**config.mk**
```make
export PLATFORM = sky130hd
export DESIGN_NAME = gsp_ram
export DESIGN_NICKNAME = d
export VERILOG_FILES = /design/src/sv/gsp_ram.sv
export SDC_FILE = /design/constraint.sdc
export NUM_CORES = 1
export LEC_CHECK = 0
export BUFFER_PORTS_ARGS = -buffer_cell sky130_fd_sc_hd__buf_2
export CAP_MARGIN = 20
export CORE_MARGIN = 2
export CORE_UTILIZATION = 55
export DETAILED_ROUTE_END_ITERATION = 10
export PLACE_DENSITY = 0.71
export SLEW_MARGIN = 20
export SYNTH_ARGS = -nofsm -noshare
export SYNTH_HDL_FRONTEND = slang
export SYNTH_SLANG_ARGS = --single-unit
export TNS_END_PERCENT = 10
```
**constraint.sdc**
```tcl
create_clock -name i_clk -period 2.5 [get_ports i_clk]
set_input_delay 0.25 -clock i_clk [delete_from_list [all_inputs] [get_ports i_clk]]
set_output_delay 0.25 -clock i_clk [all_outputs]
set_load 0.01 [all_outputs]
```
**src/sv/gsp_ram.sv**
```systemverilog
// Generic simple dual-port RAM: one write port, one read port, registered read.
// No dependencies.
module gsp_ram #(
    parameter int W = 8,
    parameter int D = 64
) (
    input  logic                 i_clk,
    input  logic                 i_we,
    input  logic [$clog2(D)-1:0] i_waddr,
    input  logic [W-1:0]         i_wdata,
    input  logic [$clog2(D)-1:0] i_raddr,
    output logic [W-1:0]         o_rdata
);
    logic [W-1:0] r_mem [D];
    logic [W-1:0] r_q;

    always_ff @(posedge i_clk) begin
        if (i_we) begin
            r_mem[i_waddr] <= i_wdata;
        end
        r_q <= r_mem[i_raddr];
    end

    assign o_rdata = r_q;
endmodule

```
-- Word level (Yosys, flattened, before mapping)
Memory sizes are Yosys's and may differ from the RTL's. A register that Yosys moved wholly into a read port is not among the register bits.
Cells that the tools add are included.
- memories: 1
- register bits: 0
- output and inout port bits: 8
- RAM bits: 512
- mux-type cells: 2
- memory list (name ; depth ; width ; rd ports ; clocked after memory_dff ; wr ports ; line ; RTL):
    r_mem ; 64 ; 8 ; 1 ; 1 ; 1 ; 14 ; logic [W-1:0] r_mem [D];
- operators by type and width (cell ; number):
    1-bit two-way mux ; 2

-- Logic depth before layout (Yosys ltp)
Gate-level depths: netlist (run 1).
- depth after elaboration: 2
- mapped depth: 9
- gate-level depth less buffers: 5

-- Worst setup path before layout (run 1)
OpenSTA, ideal clock, no wires.
- path type: input to register
- start point: input port i_raddr[1]
- end point: register r_q[3], in the netlist o_rdata[3], read port of r_mem
- required time: 2372 ps
- setup slack: 582 ps
- path buffers: 3
- setup time: 128 ps
- arrival: 1790 ps
- stages: 7
- cell sequence: buf_4 > buf_2 > buf_2 > mux4_2 > mux4_2 > o21ai_1 > o41ai_1
- RTL lines (item ; line ; RTL):
    start: declaration ; 11 ; input logic [$clog2(D)-1:0] i_raddr,
    end: declaration ; 15 ; logic [W-1:0] r_q;

==> results of run 1 <==
==> through the flow <==
step	std cells	setup slack, ps
global route	1603	223
detailed placement	1511	-7.51
CTS	1603	258
global placement	1511	-19.1
floorplan	940	582
finish	1603	202
==> cell usage in the layout (no fill, tap or decap), drive strengths merged, types with 3 or more instances in the layout <==
cell type,count
a211oi,4
a21oi,3
a221oi,6
a22oi,3
buf,153
clkbuf,65
clkinv,24
dfxtp,8
edfxtp,512
mux2,13
mux2i,23
mux4,126
nand2,19
nand2b,7
nand3,13
nand3b,3
nor2,83
nor2b,14
nor3,7
o2111ai,3
o21ai,4
o221ai,8
o22ai,8
o2bb2ai,3
==> power by group through the flow <==
stage               clock network, mW  logic [mW]  registers (mW)
floorplan                           0       0.514            9.86
global placement                    0       0.941            9.86
detailed placement                  0       0.959            9.86
CTS                              7.11       0.963            9.68
global route                     7.45        1.02            9.68
finish                           7.00       0.958            9.68
==> worst max-delay path by stage <==
stage	startpoint	end	slack (ps)	cells after the start
after global routing	r_mem[24][4]	o_rdata[4]	220	5
after floorplan	i_raddr[1]	o_rdata[3]	580	7
after global placement	i_raddr[0]	o_rdata[4]	-20	8
final	r_mem[24][6]	o_rdata[6]	200	5
after CTS	r_mem[24][6]	o_rdata[6]	260	5
after detailed placement	i_raddr[0]	o_rdata[6]	-8	8
==> cells by family (layout without fill, tap and decap cells) <==
family                 after synthesis  in the layout  share of synthesized area
muxes                              162            162                      0.159
buffers and inverters               51            246                     0.0157
AOI/OAI and AO/OA                   54             54                     0.0207
DFF                                520            520                      0.770
and+or+nand+nor                    153            153                     0.0339
==> tightest hold or removal path, cell delays in order <==
cell and delay [ps]:
buf_2 220, nand2_1 120, o2bb2ai_1 60
==> layer usage <==
metal | vias to the layer above | part of all wire | track usage
li1 | 4244 | - | -
met1 | 5212 | 0.41 | 0.344
met2 | 430 | 0.48 | 0.375
met3 | 80 | 0.085 | 0.0527
met4 | 0 | 0.025 | 0.0707
met5 | - | 0 | 0
==> flip-flops by register name (all words and copies together), names as in the netlist <==
name	cells
o_rdata	8
r_mem	512
==> cell type report <==
cell class                      count  area [um^2]
Sequential cell                   520        15500
Multi-Input combinational cell    369         4320
Tap cell                          468          586
Clock inverter                     28          186
Fill cell                        2367        13200
Clock buffer                       64         1330
Timing Repair Buffer              154         1230
==> cell usage after synthesis <==
library cell  number  area, um^2
a2111oi_0          2        17.5
a211oi_1           4        30.0
a21oi_1            3        15.0
a221oi_1           6        52.6
a22oi_1            3        22.5
a31oi_1            1        6.26
and2_1             1        6.26
buf_1              4        15.0
buf_12             2        40.0
buf_2             11        55.1
buf_4             13        97.6
buf_6              4        45.0
clkbuf_1          17        63.8
dfxtp_1            8         160
edfxtp_1         512       15400
mux2_2            13         146
mux2i_1           23         230
mux4_2           126        2840
nand2_1           19        71.3
nand2b_1           7        43.8
nand3_1           13        65.1
nand3b_1           3        22.5
nand4_1            2        12.5
nand4b_1           1        8.76
nor2_1            83         312
nor2b_1           14        87.6
nor3_1             7        35.0
nor4_1             2        12.5
o2111ai_1          3        26.3
o21a_1             2        15.0
o21ai_0            2        10.0
o21ai_1            2        10.0
o221a_2            2        22.5
o221ai_1           8        70.1
o22ai_1            8        50.1
o2bb2ai_1          3        26.3
o311ai_1           1        8.76
o32ai_1            2        17.5
o41ai_1            2        17.5
or3_1              1        6.26
==> flow_summary.ini, run 1 <==
[drt]
drt-initial-drc-count = 1127
detail-route-antenna-nets = 0
drc = 0
wl_mm = 44.2
dr_total_vias = 9966
wl_per_cell_um = 27.6
firstDrtPassIters = 5
viasPerCell = 6.22

[floorplanning]
die_area_um2 = 38200
coreArea_um2 = 36300
num_io_pins = 30
num_rows = 70
die_h_um = 195
start_util = 0.555
die_w_um = 195

[worst_setup_path]
cp.buffers_inverters = 0
required_ps = 2930
r2r_cells = 5
crit_type = flop to flop
r2r_setup_slack_ps = 200
critPathMaxStageDelay_ps = 560
crit_path_top_delay_cell = nor3_1
reg2reg_from = r_mem[24][6]
start_kind = flop
critical_path.top_delay_family = multiplexers
end_kind = flop
worstReg2RegEnd = o_rdata[6]
arrival_ps = 2730
worst-path-max-fanout = 1
cp_cell_sequence = mux4_2, mux2_2, o221a_2, nor3_1, o32ai_1

[synthesis]
ys_ff_latch = 520
syn_nets = 962
synth_area_per_cell_um2 = 21.5
synth_warnings = 0
syn_area_um2 = 20200
synth.distinct_cells = 40
ys_seq_area_frac = 0.770
synth_cells = 940

[cts]
htree_num_levels = 2
path_clk_slew_ps = 70
clk_root_buffer_cell = clkbuf_16
cts_tree = yes
clk_latency_ps = 570
ctsHoldBuffers = 0
cts_resized = 0
cts.sink_count = 520
cts_inserted_buffers = 51
cts_max_path_buffers = 3
post_cts_buffers = 0

[final_layout]
n_antenna_cell = 0
drive_gt1_frac = 0.320
postLayoutCellArea_um2 = 23200
nets = 1118
syn2layout_area_growth_pct = 15.0
final_util = 0.638

[timing]
worst_pin_slew_ps = 970
fin_setup_tns_ps = 0
final-setup-viol-count = 0
rsz0062_at_grt = no
min_period_ps = 2300
hold_viol_final = 0
slew_headroom = 0.353
finalMaxSlewViolations = 0
finalCritPeriodShare = 0.919
clock-skew-final_ps = 13.4
timing.hold.ws_ps = 144
fmax_ghz = 0.435

[global_routing]
grt_pass1_vias = 10100
grt_overflow = 0
grt_max_degree = 54
grt_pass1_wl_mm = 65.7
grt.total_usage = 0.239
antenna_found_initial = 1

[flow_run]
drv_cap = 0

[power]
intPower_mw = 14.0
p_leak_nw = 7.51
switching_share = 0.207
power_frac_comb = 0.054
p_total_mw = 17.6
peakVddDrop_v = 0.000513
p_per_area_nw_per_um2 = 761
pwr-share-clk = 0.397
switchingPower_mw = 3.64
pwr-share-seq = 0.549

[place]
io_buffers = 29
place.gp.congestion = 0.835
dp_hpwl_mm = 28.5
placed_area_um2 = 21700

[min_path]
hp-start = i_raddr[5]
min_delay_worst_endpoint = o_rdata[0]
hold_depth = 3
hp-class = input port to flop

[run_status]
outcome = completed
Note: power is estimated with default switching activity, not from simulation.
==> run 2, diff against run 1 <==
- CORE_UTILIZATION: 55 -> 38
- PLACE_DENSITY: 0.71 -> 0.53
- clock period: 2.5 -> 2.2 ns (I/O delays scaled with it)
==> run 2 against run 1 <==
  * Clock skew grew 1.3 ps
  * Die area rose by 44%
  * Routed wire length rose by 11%
  * Setup slack lost 26 ps
  * Total power is 20% higher
  * Clock power rose by 29%
  * Global-route usage decreased by 5.5 points
  * Fmax is 14% higher
  * Largest cell class unchanged
  * Highest routed layer unchanged
==> flow_summary.ini, run 2 (synthesis gave the netlist of run 1 again) <==
[run_status]
outcome = completed

[timing]
finalCritPeriodShare = 0.920
fmax_ghz = 0.494
finalMaxSlewViolations = 0
worst_pin_slew_ps = 765
fin_setup_tns_ps = 0
min_period_ps = 2020
slew_headroom = 0.490
final-setup-viol-count = 0
clock-skew-final_ps = 14.7
hold_viol_final = 0
rsz0062_at_grt = no
timing.hold.ws_ps = 75.2

[power]
peakVddDrop_v = 0.000602
p_total_mw = 21.2
p_per_area_nw_per_um2 = 888
switchingPower_mw = 4.38
power_frac_comb = 0.054
intPower_mw = 16.8
switching_share = 0.207
pwr-share-seq = 0.519
pwr-share-clk = 0.427
p_leak_nw = 7.71

[worst_setup_path]
required_ps = 2660
arrival_ps = 2490
start_kind = flop
crit_type = flop to flop
worst-path-max-fanout = 1
r2r_cells = 6
end_kind = flop

[final_layout]
drive_gt1_frac = 0.335
layoutNonFillerInstCount = 1847
largest_reg_flops = 512
nets = 1137
final_cell_mix = edfxtp_1 (512), buf_4 (132), mux4_2 (126)
n_antenna_cell = 0
final_util = 0.454
syn2layout_area_growth_pct = 18.2
layout_commonest_cell = edfxtp_1
top_register = r_mem
nFillCells = 4443

[cts]
ctsHoldBuffers = 0
htree_num_levels = 2
cts_max_path_buffers = 3
cts_inserted_buffers = 53
path_clk_slew_ps = 60
clk_latency_ps = 600
post_cts_buffers = 0
cts.sink_count = 520
cts_resized = 0
clk_root_buffer_cell = clkbuf_16
cts_tree = yes

[global_routing]
grt.total_usage = 0.184
grt_pass1_wl_mm = 71.7
grt_pass1_vias = 10300
grt_overflow = 0
grt_max_degree = 65
antenna_found_initial = 0

[drt]
drc = 0
drt-initial-drc-count = 844
wl_per_cell_um = 26.6
dr_total_vias = 10000
viasPerCell = 5.43
wl_mm = 49.2
firstDrtPassIters = 5
detail-route-antenna-nets = 0

[place]
dp_hpwl_mm = 32.0
place.gp.congestion = 0.757
io_buffers = 29
placed_cells = 1748

[floorplanning]
die_area_um2 = 54900
die_h_um = 234
start_util = 0.384
num_rows = 84
coreArea_um2 = 52600
die_w_um = 234
num_io_pins = 30

[min_path]
hp-class = input port to flop
hold_depth = 1

[flow_run]
drv_cap = 0
## run 2: power by group through the flow
| stage | Sequential, mW | Combinational, mW | Clock [mW] |
|---|---|---|---|
| global route | 11.0 | 1.22 | 9.61 |
| floorplan | 11.2 | 0.584 | 0 |
| global placement | 11.2 | 1.16 | 0 |
| detailed placement | 11.2 | 1.16 | 0 |
| finish | 11.0 | 1.14 | 9.04 |
| CTS | 11.0 | 1.17 | 9.25 |
## run 2: per-layer routing
metal | GRT usage | vias up | share of wire | wire, um
met5 | 0 | - | 0 | 0
met4 | 0.0540 | 0 | 0.022 | 1070
met3 | 0.0344 | 66 | 0.063 | 3100
met2 | 0.285 | 320 | 0.47 | 23200
met1 | 0.265 | 5363 | 0.44 | 21800
li1 | - | 4277 | - | -
## run 2: final cells by class
cell class                      count  area, um^2  area share
Clock buffer                       77        1520      0.0637
Multi-Input combinational cell    369        4320       0.181
Tap cell                          688         861      0.0361
Clock inverter                     22         236     0.00992
Timing Repair Buffer              171        1380      0.0577
Sequential cell                   520       15500       0.652
## run 2: stage by stage
step	cell area [um^2]	setup slack (ps)
finish	23800	177
global route	23800	99.5
CTS	23800	157
detailed placement	22100	-204
global placement	22100	-200
floorplan	20200	312
## run 2: path summary, 6_finish.rpt
kind	from	end	slack [ps]
worst max register to register	r_mem[17][4]	o_rdata[4]	180
worst min-delay path	i_wdata[7]	r_mem[60][7]	80
worst max-delay path	r_mem[17][4]	o_rdata[4]	180
worst min register to register	r_mem[30][6]	o_rdata[6]	820
## run 2: critical path: stages, from the launching register on
cell and delay [ps]:
edfxtp_1 380, mux4_2 470, mux2_2 270, o221a_2 280, nor3_1 250, buf_4 170, o32ai_1 80
==> run 3, diff against run 2 <==
==> constraint.sdc (replaced) <==
create_clock -name i_clk -period 2.2 [get_ports i_clk]
set_input_delay 0.66 -clock i_clk [delete_from_list [all_inputs] [get_ports i_clk]]
set_output_delay 0.66 -clock i_clk [all_outputs]
set_load 0.01 [all_outputs]
==> run 3 against run 2 <==
  * Combinational power up 4%
  * Die area unchanged
  * Highest routed layer is now met5
  * Largest cell class unchanged
  * Fmax down 6.5%
  * Non-clock buffer count up 31
  * Routed wire length down 1.2%
  * Register-to-register slack worse by 20 ps
  * Clock power down 2.9%
  * Via count down 0.96%
  * Critical endpoint unchanged
  * Global-route usage down 0.20 points
  * Design area up 1.1%
  * Core utilization up 0.48 points
==> flow_summary.ini, run 3 (synthesis gave the netlist of run 1 again) <==
[final_layout]
syn2layout_area_growth_pct = 19.5
nets = 1167
final_util = 0.458
largest_reg_flops = 512
n_antenna_cell = 0
layout_commonest_cell = edfxtp_1
layoutNonFillerInstCount = 1877
top_register = r_mem
final_cell_mix = edfxtp_1 (512), buf_4 (157), mux4_2 (126)
drive_gt1_frac = 0.354

[cts]
clk_latency_ps = 590
htree_num_levels = 2
ctsHoldBuffers = 0
cts_max_path_buffers = 3
path_clk_slew_ps = 60
cts_tree = yes
clk_root_buffer_cell = clkbuf_16
cts.sink_count = 520
cts_inserted_buffers = 52

[power]
peakVddDrop_v = 0.000550
p_per_area_nw_per_um2 = 870
p_leak_nw = 7.86

[timing]
final-setup-viol-count = 0
hold_viol_final = 0
slew_headroom = 0.479
fmax_ghz = 0.462
rsz0062_at_grt = no
min_period_ps = 2160
worst_pin_slew_ps = 781
finalMaxSlewViolations = 0
clock-skew-final_ps = 20.1
finalCritPeriodShare = 0.984
fin_ws_ps = 36.3

[drt]
drc = 0
wl_per_cell_um = 25.9
dr_total_vias = 9930
detail-route-antenna-nets = 0
viasPerCell = 5.29
drt-initial-drc-count = 899
firstDrtPassIters = 6
wl_mm = 48.6

[global_routing]
antenna_found_initial = 2
grt.total_usage = 0.182
grt_overflow = 0
grt_pass1_wl_mm = 70.8
grt_max_degree = 65
grt_pass1_vias = 10200

[place]
io_buffers = 29
place.gp.congestion = 0.773
placed_cells = 1779
pre_cts_slack_ps = -824
dp_hpwl_mm = 31.7

[min_path]
hp-class = input port to flop

[worst_setup_path]
cp.buffers_inverters = 2
required_ps = 2670
end_kind = flop
critical_path.top_delay_family = multiplexers
cp_cell_sequence = clkbuf_8, buf_12, mux4_2, mux2_2, o221a_2, nor3_2, o32ai_1
start_kind = input port
crit_path_top_delay_cell = mux4_2
arrival_ps = 2630
worst-path-max-fanout = 10
crit_type = input port to flop
critPathMaxStageDelay_ps = 520

[flow_run]
drv_cap = 0

[floorplanning]
num_rows = 84
die_h_um = 234
die_w_um = 234
start_util = 0.384
coreArea_um2 = 52600
num_io_pins = 30
die_area_um2 = 54900

[run_status]
outcome = completed
run 3: layout make-up:
class / instances / area (um^2)
Multi-Input combinational cell: 369 / 4340
Clock buffer: 67 / 1400
Tap cell: 688 / 861
Sequential cell: 520 / 15500
Fill cell: 4441 / 28500
Clock inverter: 31 / 284
Timing Repair Buffer: 202 / 1670
run 3: timing repair:
action,in CTS,in global routing
endpoints found under the setup margin,4,2
pin swaps,0,1
gates resized for setup,4,1
setup buffers,0,0
run 3: path summary, 6_finish.rpt:
path,from,to,slack (ps),cells past startpoint
worst min register to register,r_mem[34][1],o_rdata[1],860,4
worst max-delay path,i_raddr[0],o_rdata[4],40,7
worst max register to register,r_mem[29][4],o_rdata[4],160,5
worst min-delay path,i_raddr[5],o_rdata[2],530,3
run 3: layer usage:
layer | vias up | track usage | wire, um | part of all wire
li1 | 4352 | - | - | -
met1 | 5255 | 0.257 | 21800 | 0.45
met2 | 254 | 0.294 | 23300 | 0.48
met3 | 67 | 0.0317 | 2450 | 0.050
met4 | 2 | 0.0456 | 980 | 0.020
met5 | - | 0 | 13 | 0.00027
run 3: tightest hold or removal path, stage by stage:
cell and delay [ps]:
buf_2 220, nand2_1 110, o2bb2ai_1 70
run 3: where the power goes:
group	internal, mW	switching (mW)	total, mW	leakage, nW
Clock	5.08	3.70	8.78	0.827
Sequential	11.0	0.0346	11.0	4.67
Combinational	0.506	0.688	1.19	2.36
run 3: stage by stage:
step	instance area [um^2]	hold WS (ps)	power, mW	TNS, ps
finish	24100	528	21.0	0
global route	24100	523	21.6	0
CTS	24100	484	21.2	0
detailed placement	22400	845	12.4	-5000
global placement	22400	875	12.4	-4930
floorplan	20200	718	11.8	-17.3
